$ cat src/hw/rtl/wil_pkg.sv
package wil_pkg;

	// Default list capacity and fixed field widths.
	localparam int CAPACITY_DEF = 64;
	localparam int POS_W        = 16;
	localparam int DATA_W       = 32;
	localparam int COUNT_OUT_W  = 7;

	// Value returned by a get on an empty list.
	localparam logic signed [DATA_W-1:0] READ_EMPTY = -32'sd1;

	// Request operation codes.
	typedef enum logic [1:0] {
		KIND_GET    = 2'd0,
		KIND_SET    = 2'd1,
		KIND_APPEND = 2'd2,
		KIND_REMOVE = 2'd3
	} kind_t;

	// Request payload.
	typedef struct packed {
		kind_t                     kind;
		logic [POS_W-1:0]          position;
		logic signed [DATA_W-1:0]  new_value;
	} req_t;

	// Result payload.
	typedef struct packed {
		logic signed [DATA_W-1:0]  read_value;
		logic [COUNT_OUT_W-1:0]    entry_count;
		logic                      is_empty;
		logic                      rejected;
	} res_t;

	// Command broadcast to every cell of the chain.
	typedef enum logic [2:0] {
		CELL_NOP,
		CELL_WRITE,
		CELL_REMOVE,
		CELL_CAPTURE,
		CELL_SHIFT
	} cell_op_t;

	typedef struct packed {
		cell_op_t                  op;
		logic signed [DATA_W-1:0]  value;
	} cell_cmd_t;

	// Sequencer states.
	typedef enum logic [2:0] {
		ST_IDLE,
		ST_DIV,
		ST_APPLY,
		ST_WALK,
		ST_DONE
	} state_t;

endpackage

$ cat src/hw/rtl/wil_mod.sv
module wil_mod #(
	parameter int CW = 7
) (
	input  logic                       clk,
	input  logic                       arst_n,
	input  logic                       start,
	input  logic [wil_pkg::POS_W-1:0]  dividend,
	input  logic [CW-1:0]              divisor,
	output logic                       done,
	output logic [CW-1:0]              remainder
);

	localparam int STEP_W = $clog2(wil_pkg::POS_W);

	logic                       busy_q;
	logic                       done_q;
	logic [STEP_W-1:0]          step_q;
	logic [wil_pkg::POS_W-1:0]  quo_q;
	logic [CW-1:0]              rem_q;
	logic [CW:0]                trial;
	logic [CW:0]                rem_next;

	// One restoring step: bring down the next dividend bit and subtract if it fits.
	always_comb begin
		trial = {rem_q, quo_q[wil_pkg::POS_W-1]};
		if (trial >= {1'b0, divisor}) begin
			rem_next = trial - {1'b0, divisor};
		end else begin
			rem_next = trial;
		end
	end

	// Control of the iteration, one dividend bit per cycle.
	always_ff @(posedge clk or negedge arst_n) begin
		if (!arst_n) begin
			busy_q <= 1'b0;
			done_q <= 1'b0;
			step_q <= '0;
		end else begin
			done_q <= 1'b0;
			if (!busy_q) begin
				if (start) begin
					busy_q <= 1'b1;
					step_q <= STEP_W'(wil_pkg::POS_W - 1);
				end
			end else begin
				step_q <= step_q - 1'b1;
				if (step_q == '0) begin
					busy_q <= 1'b0;
					done_q <= 1'b1;
				end
			end
		end
	end

	// Partial remainder and the shifting dividend.
	always_ff @(posedge clk) begin
		if (!busy_q) begin
			if (start) begin
				quo_q <= dividend;
				rem_q <= '0;
			end
		end else begin
			quo_q <= {quo_q[wil_pkg::POS_W-2:0], 1'b0};
			rem_q <= rem_next[CW-1:0];
		end
	end

	assign done      = done_q;
	assign remainder = rem_q;

endmodule

$ cat config.mk
export PLATFORM = sky130hd
export DESIGN_NAME = wil_mod
export DESIGN_NICKNAME = d
export VERILOG_FILES = /design/src/hw/rtl/wil_pkg.sv /design/src/hw/rtl/wil_mod.sv
export SDC_FILE = /design/constraint.sdc
export NUM_CORES = 1
export LEC_CHECK = 0
export BUFFER_PORTS_ARGS = -buffer_cell sky130_fd_sc_hd__buf_2
export CAP_MARGIN = 5
export CORE_MARGIN = 2
export CORE_UTILIZATION = 48
export DETAILED_ROUTE_END_ITERATION = 8
export PLACE_DENSITY_LB_ADDON = 0.1
export SYNTH_ARGS = -nofsm -noshare
export SYNTH_HDL_FRONTEND = slang
export SYNTH_SLANG_ARGS = --single-unit
$ cat constraint.sdc
create_clock -name clk -period 2.1 [get_ports clk]
set_input_delay 0.42 -clock clk [delete_from_list [all_inputs] [get_ports clk]]
set_output_delay 0.42 -clock clk [all_outputs]
set_load 0.005 [all_outputs]
### Word level (Yosys, flattened, before mapping)

Cells that the tools add are included.

| storage, ports and cells | value |
|---|---|
| bits in registers | 29 |
| input port bits | 26 |

| operators by class | value |
|---|---|
| add/sub/neg operators | 2 |
| order comparisons | 1 |
| mux-type cells | 12 |
| reduce and logical (&&, ||, !) cells | 2 |

Operators by type and width:

| operator | number |
|---|---|
| 16-bit two-way mux | 2 |
| 7-bit two-way mux | 3 |
| 8-bit by 7-bit >= comparator with 1-bit output | 1 |
| 4-bit two-way mux | 2 |
| 7-bit subtractor | 1 |
| 1-bit two-way mux | 5 |
| 4-bit logical NOT | 1 |
| 4-bit by 1-bit subtractor with 4-bit output, second input constant | 1 |
| 2-bit nonzero test | 1 |

### Depth between registers and ports, before layout

| logic depth | value |
|---|---|
| depth in word-level cells | 3 |
| depth in mapped cells | 10 |

### Least setup slack after synthesis

No wires, ideal clock.

| path | value |
|---|---|
| kind | register to register |
| start | register quo_q[15] (netlist name) |
| end | register rem_q[5] (netlist: remainder[5]) (data pin) |
| data arrival time | 2.187 ns |
| required time | 1.959 ns |
| setup slack | -0.228 ns |
| stages on the path, launching flop included | 11 |
| path buffers | 1 |
| period minus slack after synthesis | 2.328 ns |
| cell sequence | edfxtp_1 -> inv_1 -> ha_1 -> inv_1 -> fa_1 -> a211oi_2 -> o211ai_1 -> a311o_1 -> buf_6 -> or2_0 -> a21oi_2 |

| between the ends | value |
|---|---|
| longest elaborated chain between the ends | 3 |
| elaborated cells between the ends (all ways) | 4 |

RTL lines:

| item | RTL line | source |
|---|---|---|
| start, declared | wil_mod.sv:18 | `logic [wil_pkg::POS_W-1:0] quo_q;` |
| start signal, assigned | wil_mod.sv:60 | `quo_q <= dividend;` |
| start signal, assigned | wil_mod.sv:64 | `quo_q <= {quo_q[wil_pkg::POS_W-2:0], 1'b0};` |
| 7-bit subtractor / 8-bit by 7-bit >= comparator with 1-bit output (equally long branches) | wil_mod.sv:27, wil_mod.sv:26 |  |
| 7-bit two-way mux (*) | wil_mod.sv:26 | `if (trial >= {1'b0, divisor}) begin` |
| 7-bit two-way mux (*) | wil_mod.sv:58 | `if (!busy_q) begin` |
| end signal, assigned | wil_mod.sv:65 | `rem_q <= rem_next[CW-1:0];` |
| end, declared | wil_mod.sv:19 | `logic [CW-1:0] rem_q;` |

Every way passes the cells marked *; elsewhere a longest branch is shown, timed or not.
A chain may end at the register's enable or synchronous reset.

### Worst setup path in the final report

| path | value |
|---|---|
| start | register quo_q[15] (netlist name) |
| end | register rem_q[1] (netlist: remainder[1]) (data pin) |

The elaborated chain is that of the path after synthesis.

==> run_results.csv <==
group,metric,value,unit
status,outcome,"finished, violations left",
status,violations,"negative setup slack",
detailed_routing,average_detailed_routed_wire_length_per_instance,12.7,µm
logic_synthesis,avgSynthCellArea,11.4,µm²
layout,area_growth_syn_to_layout,27.1,%
detailed_routing,dr.first_iter.drc_count,66,
global_route,grt_max_degree,18,
global_route,initial_antenna_violation_count,0,
die,die_x,61.4,µm
clock_network,clock_insertion_delay_worst_skew,0.31,ns
die,core_region,3100,µm²
logic_synthesis,synth_cell_types,34,
worst_setup_path,timing.critical_path.to_type,"flop",
worst_setup_path,cp_num_buf_inv,3,
sta,slew-limit-headroom,36.1,%
worst_setup_path,worst_path_dominant_cell_family,"compound AO/OA/AOI/OAI gates",
worst_setup_path,crit-reg2reg-capture,"remainder[1]",
layout,drive_gt1_share,32.1,%
sta,final.setup.worst_slack,-0.267,ns
min_path,min_delay_path_depth,3,
clock_network,clkTransAtPathRegs,0.09,ns
detailed_routing,drt_first_pass_iters,6,
sta,holdWs,0.343,ns
layout,layout.filler_cells,280,
worst_setup_path,timing.rr.start,"quo_q[15]",
detailed_routing,remaining_drc_errors,0,
global_route,first_pass_grt_wire_length,4950,µm
sta,final-max-slew-violation-count,0,
sta,timing.final.setup_violations,7,
clock_network,cts_htree_levels,2,
detailed_routing,vias,1224,
job,cap_violations,0,
die,std_cell_rows,20,
sta,setup_repair_after_global_routing_missed_its_margin,"true",
power,worst_ir_drop_vdd,0.000796,V
global_route,globalRoute.busiestLayer,"met2",
worst_setup_path,maximum_net_fanout_on_the_critical_path,9,
logic_synthesis,synth_warnings,0,
die,design.die.area,3760,µm²
global_route,grt_use_met2,29.2,%
logic_synthesis,post_synth_instance_area,1580,µm²
worst_setup_path,worst-r2r-setup-slack,-0.27,ns
clock_network,tritoncts,"built",
min_path,hp-start,"dividend[0]",
worst_setup_path,r2r_cells,10,
layout,layout.cells.most_common,"buf_2",
worst_setup_path,cp_data_required_time,2.17,ns
layout,mostFrequentLayoutCells,"33 x buf_2, 22 x edfxtp_1, 15 x a22o_1, 15 x buf_4",
die,pin_count,34,
power,power_per_unit_of_standard_cell_area,1500,nW/µm²
layout,multi_input_comb_area,671,µm²
power,leakagePower,0.936,nW
logic_synthesis,synth-edff-count,22,
sta,final.min_clock_period,2.37,ns
sta,timing.final.crit_share,113,%
logic_synthesis,synth-seq-cells,29,
logic_synthesis,dominantRegCellSynth,"edfxtp_1",
min_path,hold_worst_path_end,"quo_q[0]",
worst_setup_path,critical_path.cell_chain,"inv_1 -> ha_2 -> inv_2 -> fa_2 -> a211oi_2 -> o211ai_1 -> a311o_1 -> buf_6 -> mux2i_1 -> nor2_1",
placement,hpwlAfterDp,2280,µm
clock_network,cts_num_sinks,29,
sta,tightestPinTransition,0.956,ns
layout,nets_final,228,
min_path,min_path_type,"input port to flop",
detailed_routing,ant_nets,0,
logic_synthesis,postSynthCellCount,139,
die,floorplan.initialDensity,50.9,%
layout,area.sequential,831,µm²
logic_synthesis,postSynthNetCount,175,
global_route,use_met1,22.5,%
worst_setup_path,arrival,2.44,ns
detailed_routing,detail_route.wirelength,3000,µm
placement,gpl.final_weighted_congestion,0.810,
global_route,groute.usage.overall,18.1,%
power,totalPowerFinal,3.01,mW
die,die_height,61.4,µm
layout,postLayoutCoreUtil,64.7,%
sta,max_clock_freq,0.423,GHz
worst_setup_path,criticalPathCategory,"flop to flop",
detailed_routing,drt-vias-per-instance,5.16,
sta,clock-skew-final,0.00897,ns
global_route,grt_util_met3,6.30,%
clock_network,cts_inserted_buffers,5,
worst_setup_path,startpoint_type,"flop",
placement,io_buffers,33,
logic_synthesis,async_reset_ff_share,20.7,%
clock_network,clk_root_buffer_cell,"clkbuf_4",
sta,finalHoldViolCount,0,
worst_setup_path,critPathSlowestCell,"edfxtp_1",
global_route,via_count_of_the_first_global_routing_pass,1139,
worst_setup_path,timing.critical_path.slowest_cell_delay,0.39,ns
sta,finalSetupTns,-1.65,ns
layout,diodes,0,
logic_synthesis,yosysSeqAreaShare,52.6,%
clock_network,clock_tree.buffer_depth,2,
global_route,overflow,0,
[final cells by class]
cell class	instances	area share, %
repair buffers	51	15.9
well taps	44	2.74
flip-flops and latches	29	41.4
clock inverters	2	1.68
clock buffers	6	2.06
inverters	15	2.81
multi-input cells	90	33.4
[what timing repair did]
action | 4_1_cts | 5_1_grt
pin swaps | 1 | 0
resized for setup | 1 | 2
setup endpoints to repair | 7 | 7
hold buffers | 1 | 0
cloned | 0 | 0
buffers inserted | 1 | 0
endpoints found under the hold margin | 6 | 0
[kinds of logic after synthesis]
kind of cell / after synthesis / share of synthesized area (%)
AO/OA/AOI/OAI: 39 / 19.1
AND/OR/NAND/NOR: 33 / 9.83
flip-flops: 29 / 52.6
buffers and inverters: 20 / 5.23
adder cells (fa/ha/maj): 10 / 8.40
multiplexers: 5 / 3.17
XOR/XNOR: 3 / 1.66
[per-stage QoR]
| stage | setup slack [ns] | cell area [µm²] | std cells |
|---|---|---|---|
| after detailed placement | -0.405 | 1910 | 227 |
| after CTS | -0.270 | 2000 | 237 |
| final | -0.267 | 2010 | 237 |
| after floorplan | -0.204 | 1580 | 139 |
| after global routing | -0.391 | 2010 | 237 |
| after global placement | -0.295 | 1910 | 227 |
[cells in the mapped netlist (all sizes together), types with 2 or more instances]
master	n	area (µm²)
nor2b	3	18.8
inv	15	56.3
a22o	15	131
nor3	3	15.0
or3	2	12.5
o211ai	3	22.5
dfrtp	6	150
ha	9	113
nand2b	2	12.5
clkbuf	4	15.0
o21ai	4	20.0
edfxtp	22	661
mux2i	5	50.1
xnor2	2	17.5
nor2	14	52.6
nand2	5	18.8
a21oi	7	38.8
or2	2	12.5
o41ai	2	17.5
a211oi	3	27.5
[worst max-delay path by stage]
| stage | startpoint | to | slack [ns] | cells past startpoint |
|---|---|---|---|---|
| final | quo_q[15] | remainder[1] | -0.27 | 10 |
| after global routing | quo_q[15] | remainder[3] | -0.39 | 10 |
| after CTS | quo_q[15] | remainder[3] | -0.27 | 10 |
| after detailed placement | divisor[0] | remainder[3] | -0.41 | 10 |
| after global placement | divisor[0] | remainder[3] | -0.29 | 10 |
| after floorplan | quo_q[15] | remainder[5] | -0.20 | 10 |
[where the power goes]
group / total (mW) / switching (mW) / internal [mW]
Sequential: 1.11 / 0.148 / 0.958
Clock: 0.421 / 0.173 / 0.248
Combinational: 1.48 / 0.691 / 0.793
Total: 3.01 / 1.01 / 2.00
[state kept, by name, summed over array words and instances, names as in the netlist]
signal     cells
step_q         4
remainder      7
done           1
quo_q         16
busy_q         1
[worst min-delay path, delay by kind of cell]
| kind | cells | cell delay (ns) |
|---|---|---|
| mux | 1 | 0.05 |
| buf+inv | 1 | 0.07 |
| simple gates | 1 | 0.07 |
[layer usage]
metal	vias up	wire length, µm
li1	620	-
met1	566	1360
met2	32	1440
met3	6	159
met4	0	46
met5	-	0
(Power assumes the default switching activity.)
