$ cat config.mk
export PLATFORM = sky130hd
export DESIGN_NAME = wil_cell
export DESIGN_NICKNAME = d
export VERILOG_FILES = /design/src/hw/rtl/wil_pkg.sv /design/src/hw/rtl/wil_cell.sv
export SDC_FILE = /design/constraint.sdc
export NUM_CORES = 1
export LEC_CHECK = 0
export BUFFER_PORTS_ARGS = -buffer_cell sky130_fd_sc_hd__buf_2
export CAP_MARGIN = 20
export CORE_MARGIN = 1
export CORE_UTILIZATION = 47
export CTS_BUF_LIST = sky130_fd_sc_hd__clkbuf_4 sky130_fd_sc_hd__clkbuf_8
export DETAILED_ROUTE_END_ITERATION = 8
export GPL_TIMING_DRIVEN = 0
export PLACE_DENSITY_LB_ADDON = 0.08
export SYNTH_ARGS = -nofsm -noshare
export SYNTH_HDL_FRONTEND = slang
export SYNTH_SLANG_ARGS = --single-unit
$ cat constraint.sdc
create_clock -name clk -period 9.6 [get_ports clk]
set_input_delay 1.92 -clock clk [delete_from_list [all_inputs] [get_ports clk]]
set_output_delay 1.92 -clock clk [all_outputs]
set_load 0.01 [all_outputs]
$ cat src/hw/rtl/wil_pkg.sv
package wil_pkg;

	// Default list capacity and fixed field widths.
	localparam int CAPACITY_DEF = 64;
	localparam int POS_W        = 16;
	localparam int DATA_W       = 32;
	localparam int COUNT_OUT_W  = 7;

	// Value returned by a get on an empty list.
	localparam logic signed [DATA_W-1:0] READ_EMPTY = -32'sd1;

	// Request operation codes.
	typedef enum logic [1:0] {
		KIND_GET    = 2'd0,
		KIND_SET    = 2'd1,
		KIND_APPEND = 2'd2,
		KIND_REMOVE = 2'd3
	} kind_t;

	// Request payload.
	typedef struct packed {
		kind_t                     kind;
		logic [POS_W-1:0]          position;
		logic signed [DATA_W-1:0]  new_value;
	} req_t;

	// Result payload.
	typedef struct packed {
		logic signed [DATA_W-1:0]  read_value;
		logic [COUNT_OUT_W-1:0]    entry_count;
		logic                      is_empty;
		logic                      rejected;
	} res_t;

	// Command broadcast to every cell of the chain.
	typedef enum logic [2:0] {
		CELL_NOP,
		CELL_WRITE,
		CELL_REMOVE,
		CELL_CAPTURE,
		CELL_SHIFT
	} cell_op_t;

	typedef struct packed {
		cell_op_t                  op;
		logic signed [DATA_W-1:0]  value;
	} cell_cmd_t;

	// Sequencer states.
	typedef enum logic [2:0] {
		ST_IDLE,
		ST_DIV,
		ST_APPLY,
		ST_WALK,
		ST_DONE
	} state_t;

endpackage

$ cat src/hw/rtl/wil_cell.sv
module wil_cell #(
	parameter int IDX = 0,
	parameter int IW  = 6,
	parameter int CW  = 7
) (
	input  logic                               clk,
	input  wil_pkg::cell_cmd_t                 cmd,
	input  logic [IW-1:0]                      slot,
	input  logic [CW-1:0]                      count,
	input  logic signed [wil_pkg::DATA_W-1:0]  right_entry,
	input  logic signed [wil_pkg::DATA_W-1:0]  right_rd,
	output logic signed [wil_pkg::DATA_W-1:0]  entry,
	output logic signed [wil_pkg::DATA_W-1:0]  rd
);

	localparam logic [IW-1:0] IDX_L  = IW'(IDX);
	localparam logic [CW-1:0] NEXT_L = CW'(IDX + 1);

	logic signed [wil_pkg::DATA_W-1:0] entry_q;
	logic signed [wil_pkg::DATA_W-1:0] rd_q;
	logic                              hit;

	assign hit = (slot == IDX_L);

	// The cell holds one entry and one word of the read chain towards cell zero.
	always_ff @(posedge clk) begin
		unique case (cmd.op)
			wil_pkg::CELL_NOP: begin
			end
			wil_pkg::CELL_WRITE: begin
				if (hit) begin
					entry_q <= cmd.value;
				end
			end
			wil_pkg::CELL_REMOVE: begin
				// Cells from the removed place onwards take their right neighbour's entry.
				if ((IDX_L >= slot) && (NEXT_L < count)) begin
					entry_q <= right_entry;
				end
			end
			wil_pkg::CELL_CAPTURE: begin
				if (hit) begin
					rd_q <= entry_q;
				end
			end
			wil_pkg::CELL_SHIFT: begin
				rd_q <= right_rd;
			end
		endcase
	end

	assign entry = entry_q;
	assign rd    = rd_q;

endmodule

Yosys cells after proc, flatten, opt, wreduce, memory -nomap -nowiden
Index checks and enable logic that the tools add are counted.
- register bits after elaboration: 64
- input bits: 113
- output and inout bits: 64
- logic and storage cells: 22
- $lt $le $gt $ge: 2
- equal/unequal tests: 7
- multiplexer cells: 5
- reductions and logical operators: 6
- operators with widths (operator ; count):
    32-bit one-hot mux with 2 select lines ; 2
    32-bit two-way mux ; 3
    1-bit by 7-bit < comparator with 1-bit output, first input constant ; 1
    3-bit by 2-bit == test with 1-bit output, second input constant ; 2
    1-bit by 6-bit >= comparator with 1-bit output, first input constant ; 1
    6-bit zero test ; 1
    2-bit != test, second input constant ; 3
    2-bit nonzero test ; 2
    3-bit by 1-bit == test with 1-bit output, second input constant ; 1
    3-bit == test, second input constant ; 1
    3-bit AND reduction ; 1
    2-bit AND reduction ; 1
    1-bit logical AND ; 1

Longest topological paths before layout
Gate-level depths: netlist of run 1.
- depth after elaboration: 4
- depth in mapped cells: 3
- depth with buffers taken out: 3

Worst setup path after synthesis of run 1
OpenSTA, ideal clock, no wires.
- kind: input -> register
- from: in slot[3]
- to: reg entry_q (netlist bit entry[0]), enable pin
- setup time: 0.432 ns
- data arrival time: 3.914 ns
- required time: 9.168 ns
- path slack: 5.254 ns
- cell stages on the path: 3
- path buffers: 0
- cell sequence: nor4_1 > nand2_1 > a21oi_1
- cells in the longest elaborated chain, start to end: 4
- elaborated cells on any way between the ends: 6
- those cells by class: order compare (1); eq/ne (2); reduce/logical (3)
- RTL lines (element ; line ; RTL):
    start: declaration ; wil_cell.sv:8 ; input logic [IW-1:0] slot,
    1-bit by 6-bit >= comparator with 1-bit output ; wil_cell.sv:37 ; if ((IDX_L >= slot) && (NEXT_L < count)) begin
    1-bit logical AND ; wil_cell.sv:37 ;
    2-bit != test (no line) ; - ;
    3-bit AND reduction (no line) (*) ; - ;
    end signal: assignment ; wil_cell.sv:32 ; entry_q <= cmd.value;
    end signal: assignment ; wil_cell.sv:38 ; entry_q <= right_entry;
    end: declaration ; wil_cell.sv:19 ; logic signed [wil_pkg::DATA_W-1:0] entry_q;
Every way passes the cells marked *; elsewhere a longest branch is shown, timed or not.
A chain may end at the register's enable or synchronous reset.

Worst setup path in the final report of run 1
- from: in count[6]
- to: reg entry_q (netlist bit entry[29]), enable pin
- cells in the longest elaborated chain, start to end: 4
- RTL lines (element ; line ; RTL):
    start: declaration ; wil_cell.sv:9 ; input logic [CW-1:0] count,
    1-bit by 7-bit < comparator with 1-bit output ; wil_cell.sv:37 ;
    1-bit logical AND ; wil_cell.sv:37 ;
    2-bit != test (no line) ; - ;
    3-bit AND reduction (no line) ; - ;
No other way between the ends.

==> impl_metrics.json, run 1 <==
{
  "synth-async-reset-ratio_pct": 0,
  "initial_core_util_pct": 49.7,
  "min-delay-path-class": "reg2reg",
  "rrSetupSlack_ps": 8670,
  "syn_to_final_growth_pct": 42.3,
  "place_inst": 394,
  "routed.top_layer": "met4",
  "synthTopCellsByCount": "64 x edfxtp_1, 60 x mux2_2, 6 x buf_6",
  "syn_area_mm2": 0.00280,
  "cap_violations": 0,
  "routedWlPerCell_um": 15.0,
  "seq_area_mm2": 0.00192,
  "ctsHoldBuffers": 0,
  "finalHoldViolCount": 0,
  "rr_worst_depth": 1,
  "postPlaceCellArea_mm2": 0.00384,
  "clkSlewWorstSetupHoldPaths_ps": 60,
  "worst_setup_path_start_kind": "input pin",
  "yosys_warnings": 0,
  "reg2reg_from": "entry[26]$_DFFE_PP_",
  "cts_resized": 0,
  "numCtsBuffers": 9,
  "finalSetupTns_ps": 0,
  "place.gp.congestion": 0.737,
  "cts_tree": "yes",
  "tightest_slew_ps": 638,
  "avgViaCountPerCell": 4.88,
  "port_buffers": 175,
  "grt_max_degree": 22,
  "multi_input_area_um2": 822,
  "avgSynthCellArea_um2": 19.3,
  "finClkSkew_ps": 5.85,
  "grt_pass1_wl_um": 9380,
  "finalSetupViolations": 0,
  "core_area_mm2": 0.00564,
  "totalWireLength_um": 6110,
  "worstPathMaxFanout": 20,
  "worst_hold_slack_ps": 558,
  "yosysTopAreaCellShare_pct": 68.5,
  "die_y_um": 79.2,
  "antenna_found_initial": 0,
  "worst-endpoint-required_ps": 9680,
  "cts.htree.levels": 3,
  "crit_path_end": "entry[29]$_DFFE_PP_",
  "wl_met3_um": 498,
  "dp_hpwl_um": 4770,
  "crit_type": "in2reg",
  "synth_nets": 258,
  "crit_path_start": "count[6]",
  "drive_above_1_share_pct": 77.1,
  "synth_seq_cells": 64,
  "synth_area_leaders": "edfxtp_1 69%, mux2_2 24%, buf_6 2.4%",
  "peakVddDrop_mv": 0.133,
  "synth_area_leader_cell": "edfxtp_1",
  "ys_types": 14,
  "vias": 1989,
  "ant_nets": 0,
  "fp-row-count": 27,
  "clock_latency_ps": 330,
  "yosysMostFrequentCell": "edfxtp_1",
  "power_w": 0.000551,
  "fp.dieArea_mm2": 0.00628,
  "end_kind": "flip-flop",
  "cp.arrival_ps": 3660,
  "p_leak_nw": 1.68,
  "grt_setup_unrepaired": "false",
  "dr.pass1.iters": 4,
  "io_pins": 177,
  "yosysSeqAreaShare_pct": 68.5,
  "postLayoutCellArea_mm2": 0.00399,
  "cts.sinks": 64,
  "drt-met1-wl_um": 2330,
  "fillers": 401,
  "nets": 446,
  "drtIter0Drc": 66,
  "synthFlopType": "edfxtp_1",
  "cts_setup_buffers": 0,
  "drc": 0,
  "die-width_um": 79.2,
  "power_density_mw_per_mm2": 138,
  "min_period_ps": 3580,
  "fin_crit_sh_pct": 37.3,
  "first_global_vias": 2037,
  "fin_cells": 408,
  "overflow": 0,
  "fmax_ghz": 0.279,
  "clockRootBuffer": "clkbuf_8",
  "outcome": "completed",
  "grt_usage_pct": 20.7,
  "met2_length_um": 3160,
  "slew_headroom_pct": 56.9,
  "slew_viol_final": 0,
  "reg2reg_to": "rd[26]$_DFFE_PP_",
  "diodes": 0,
  "synth_edf_count": 64,
  "synthCells": 145,
  "clock_path_buffers": 2
}
[layout make-up]
cell class | count | share of cell area [%]
flip-flops and latches | 64 | 48.2
plain buffers | 6 | 1.69
repair buffers | 177 | 23.3
multi-input cells | 74 | 20.6
clock buffers | 12 | 3.67
well taps | 72 | 2.26
inverters | 1 | 0.0940
clock inverters | 2 | 0.219
[cell families (layout without fill, tap and decap cells)]
| kind of cell | count (synthesis) | in the layout | synth area share (%) |
|---|---|---|---|
| flip-flops | 64 | 64 | 68.5 |
| AND/OR/NAND/NOR | 7 | 7 | 2.37 |
| AO/OA/AOI/OAI | 3 | 3 | 0.848 |
| buffers and inverters | 7 | 198 | 2.54 |
| multiplexers | 64 | 64 | 25.7 |
[sequential cells by signal, summed over array words and instances (netlist names)]
name	count
entry	32
rd	32
[critical path: stages]
cell      delay (ps)
buf_2             90
or4_1            530
o311ai_0         570
a21oi_4          290
buf_16           250
[power by group]
| group | internal, W | switching [W] | total [W] | leakage [nW] |
|---|---|---|---|---|
| Combinational | 0.0000333 | 0.0000193 | 0.0000526 | 1.02 |
| Clock | 0.0000982 | 0.0000896 | 0.000188 | 0.0840 |
| Sequential | 0.000310 | 0.000000489 | 0.000311 | 0.582 |
| Total | 0.000442 | 0.000109 | 0.000551 | 1.68 |
[through the flow]
stage               setup slack (ps)  util [%]
finish                          6020      70.7
global route                    5840      70.7
CTS                             6010      70.7
detailed placement              5660      68.0
global placement                4210      66.8
floorplan                       5250         -
[cell usage in the layout, fill, tap and decap left out, drive strengths merged]
cell,n
nand2b,1
inv,1
nor4,1
or4,1
mux2,64
nor3,1
clkinv,2
edfxtp,64
clkbuf,12
a21oi,1
nand2,1
buf,183
a41o,1
o311ai,1
nor3b,2
[worst min path at each step]
stage                              from          endpoint  slack [ps]  cells past startpoint
floorplan           entry[25]$_DFFE_PP_  rd[25]$_DFFE_PP_         600                      1
global placement    entry[25]$_DFFE_PP_  rd[25]$_DFFE_PP_         530                      1
detailed placement  entry[27]$_DFFE_PP_  rd[27]$_DFFE_PP_         540                      1
CTS                 entry[25]$_DFFE_PP_  rd[25]$_DFFE_PP_         560                      1
global route        entry[25]$_DFFE_PP_  rd[25]$_DFFE_PP_         590                      1
finish              entry[25]$_DFFE_PP_  rd[25]$_DFFE_PP_         560                      1
[layer usage]
layer / vias up / global-route usage [%]
met4: 0 / 9.82
met2: 101 / 36.1
met1: 924 / 22.6
met3: 11 / 6.78
li1: 953 / -
met5: - / 0
Power figures use the tool's default switching activity.
==> inputs of run 2 (changes only) <==
--- a/config.mk
+++ b/config.mk
@@ -8,7 +8,7 @@
 export BUFFER_PORTS_ARGS = -buffer_cell sky130_fd_sc_hd__buf_2
 export CAP_MARGIN = 20
 export CORE_MARGIN = 1
-export CORE_UTILIZATION = 47
+export CORE_UTILIZATION = 44
 export CTS_BUF_LIST = sky130_fd_sc_hd__clkbuf_4 sky130_fd_sc_hd__clkbuf_8
 export DETAILED_ROUTE_END_ITERATION = 8
 export GPL_TIMING_DRIVEN = 0
==> constraint.sdc (replaced) <==
create_clock -name clk -period 3.5 [get_ports clk]
set_input_delay 0.7 -clock clk [delete_from_list [all_inputs] [get_ports clk]]
set_output_delay 0.7 -clock clk [all_outputs]
set_load 0.01 [all_outputs]
==> run 2 against run 1 <==
Sequential power increased to 2.7 times the previous value. Via count decreased by 1.5%. Flip-flop and latch count unchanged. Cell area about the same. Global-route usage decreased by 1.7 points. Clock power increased to 2.8 times the previous value. Largest cell class unchanged. Critical endpoint is now rd[15]$_DFFE_PP_. First-iteration DRC count decreased by 1.5%. Count of clock-buffer cells in the layout decreased by 1.
==> impl_metrics.json, run 2 (synthesis gave the netlist of run 1 again) <==
{
  "cap_violations": 0,
  "p_leak_nw": 1.68,
  "diodes": 0,
  "cts.sinks": 64,
  "grt_max_degree": 20,
  "dr.pass1.iters": 4,
  "ctsHoldBuffers": 0,
  "cp.arrival_ps": 2420,
  "grt_usage_pct": 18.9,
  "dp_hpwl_um": 4700,
  "cts_resized": 0,
  "power_density_mw_per_mm2": 382,
  "clock_path_buffers": 2,
  "end_kind": "flip-flop",
  "clockRootBuffer": "clkbuf_8",
  "io_pins": 177,
  "initial_core_util_pct": 46.5,
  "worst-endpoint-required_ps": 3520,
  "min_period_ps": 2400,
  "seqPwrFrac_pct": 55.9,
  "fillers": 484,
  "grt_setup_unrepaired": "false",
  "cts_tree": "yes",
  "worstPathMaxFanout": 19,
  "nets": 446,
  "cts.htree.levels": 3,
  "reg2reg_from": "entry[26]$_DFFE_PP_",
  "antenna_found_initial": 0,
  "pwr-share-comb_pct": 9.4,
  "totalWireLength_um": 6190,
  "p_int_w": 0.00121,
  "worst_hold_slack_ps": 568,
  "core_area_mm2": 0.00603,
  "worst_setup_path_start_kind": "input pin",
  "cts_setup_buffers": 0,
  "drc": 0,
  "place.gp.congestion": 0.699,
  "outcome": "completed",
  "finalHoldViolCount": 0,
  "crit_path_start": "cmd[33]",
  "fin_cells": 413,
  "avgViaCountPerCell": 4.74,
  "ant_nets": 0,
  "fmax_ghz": 0.417,
  "finalSetupTns_ps": 0,
  "finClkSkew_ps": 7.57,
  "syn_to_final_growth_pct": 42.3,
  "grt_pass1_wl_um": 9100,
  "min-delay-path-class": "reg2reg",
  "switching_share_pct": 20.8,
  "mostFrequentLayoutCells": "175 x buf_2, 64 x edfxtp_1, 60 x mux2_2, 9 x clkbuf_8, 6 x buf_6",
  "multi_input_area_um2": 822,
  "netSwitchingPower_w": 0.000318,
  "first_global_vias": 1950,
  "clock_latency_ps": 320,
  "numCtsBuffers": 9,
  "power_frac_clock_pct": 34.7,
  "port_buffers": 175,
  "reg2reg_to": "rd[26]$_DFFE_PP_",
  "drtIter0Drc": 65,
  "peakVddDrop_mv": 0.213,
  "die-width_um": 81.8,
  "final_common_cell": "buf_2",
  "drive_above_1_share_pct": 77.2,
  "routedWlPerCell_um": 15.0,
  "rrSetupSlack_ps": 2570,
  "vias": 1959,
  "place_inst": 397,
  "fp.dieArea_mm2": 0.00670,
  "slew_viol_final": 0,
  "rr_worst_depth": 1,
  "seq_area_mm2": 0.00192,
  "overflow": 0,
  "fin_crit_sh_pct": 68.5,
  "crit_type": "in2reg",
  "crit_path_end": "rd[15]$_DFFE_PP_",
  "finalSetupViolations": 0,
  "die_y_um": 81.8,
  "slew_headroom_pct": 40.2,
  "clkSlewWorstSetupHoldPaths_ps": 60,
  "fp-row-count": 28,
  "tightest_slew_ps": 896
}
## run 2: cell type report
cell class                 instances  share of cell area (%)
inverter                           1                  0.0941
sequential                        64                    48.2
timing repair buffer             177                    23.0
buffer                             6                    1.69
tap                               75                    2.35
clock inverter                     5                   0.596
multi-input combinational         74                    20.6
clock buffer                      11                    3.48
## run 2: worst min-delay path by stage
| stage | cells after the start | start | to |
|---|---|---|---|
| CTS | 1 | entry[27]$_DFFE_PP_ | rd[27]$_DFFE_PP_ |
| global route | 1 | entry[7]$_DFFE_PP_ | rd[7]$_DFFE_PP_ |
| global placement | 1 | entry[27]$_DFFE_PP_ | rd[27]$_DFFE_PP_ |
| finish | 1 | entry[27]$_DFFE_PP_ | rd[27]$_DFFE_PP_ |
| floorplan | 1 | entry[25]$_DFFE_PP_ | rd[25]$_DFFE_PP_ |
| detailed placement | 1 | entry[27]$_DFFE_PP_ | rd[27]$_DFFE_PP_ |
## run 2: stage by stage
step | setup WS (ps) | total power (W) | utilization (%) | cell area [µm²]
after floorplan | 374 | 0.000934 | - | 2800
after global placement | -565 | 0.00101 | 62.6 | 3770
after detailed placement | 721 | 0.00101 | 63.5 | 3830
after CTS | 1060 | 0.00154 | 66.2 | 3990
after global routing | 967 | 0.00159 | 66.2 | 3990
final | 1100 | 0.00152 | 66.2 | 3990
## run 2: worst max-delay path, stage by stage
cell     delay [ps]
buf_2           140
nor3b_4         400
buf_6           220
a41o_1          700
buf_8           250
## run 2: power by group through the flow
| stage | logic, W | clock network [W] | registers, W |
|---|---|---|---|
| after floorplan | 0.0000616 | 0 | 0.000873 |
| after global placement | 0.000138 | 0 | 0.000870 |
| after detailed placement | 0.000144 | 0 | 0.000869 |
| after CTS | 0.000145 | 0.000538 | 0.000853 |
| after global routing | 0.000157 | 0.000576 | 0.000853 |
| final | 0.000143 | 0.000529 | 0.000853 |
## run 2: metal layers
| metal | track usage, % | vias up | wire (µm) |
|---|---|---|---|
| li1 | - | 954 | - |
| met3 | 5.67 | 4 | 453 |
| met2 | 34.5 | 89 | 3360 |
| met1 | 20.1 | 912 | 2340 |
| met5 | 0 | - | 0 |
| met4 | 8.25 | 0 | 36 |
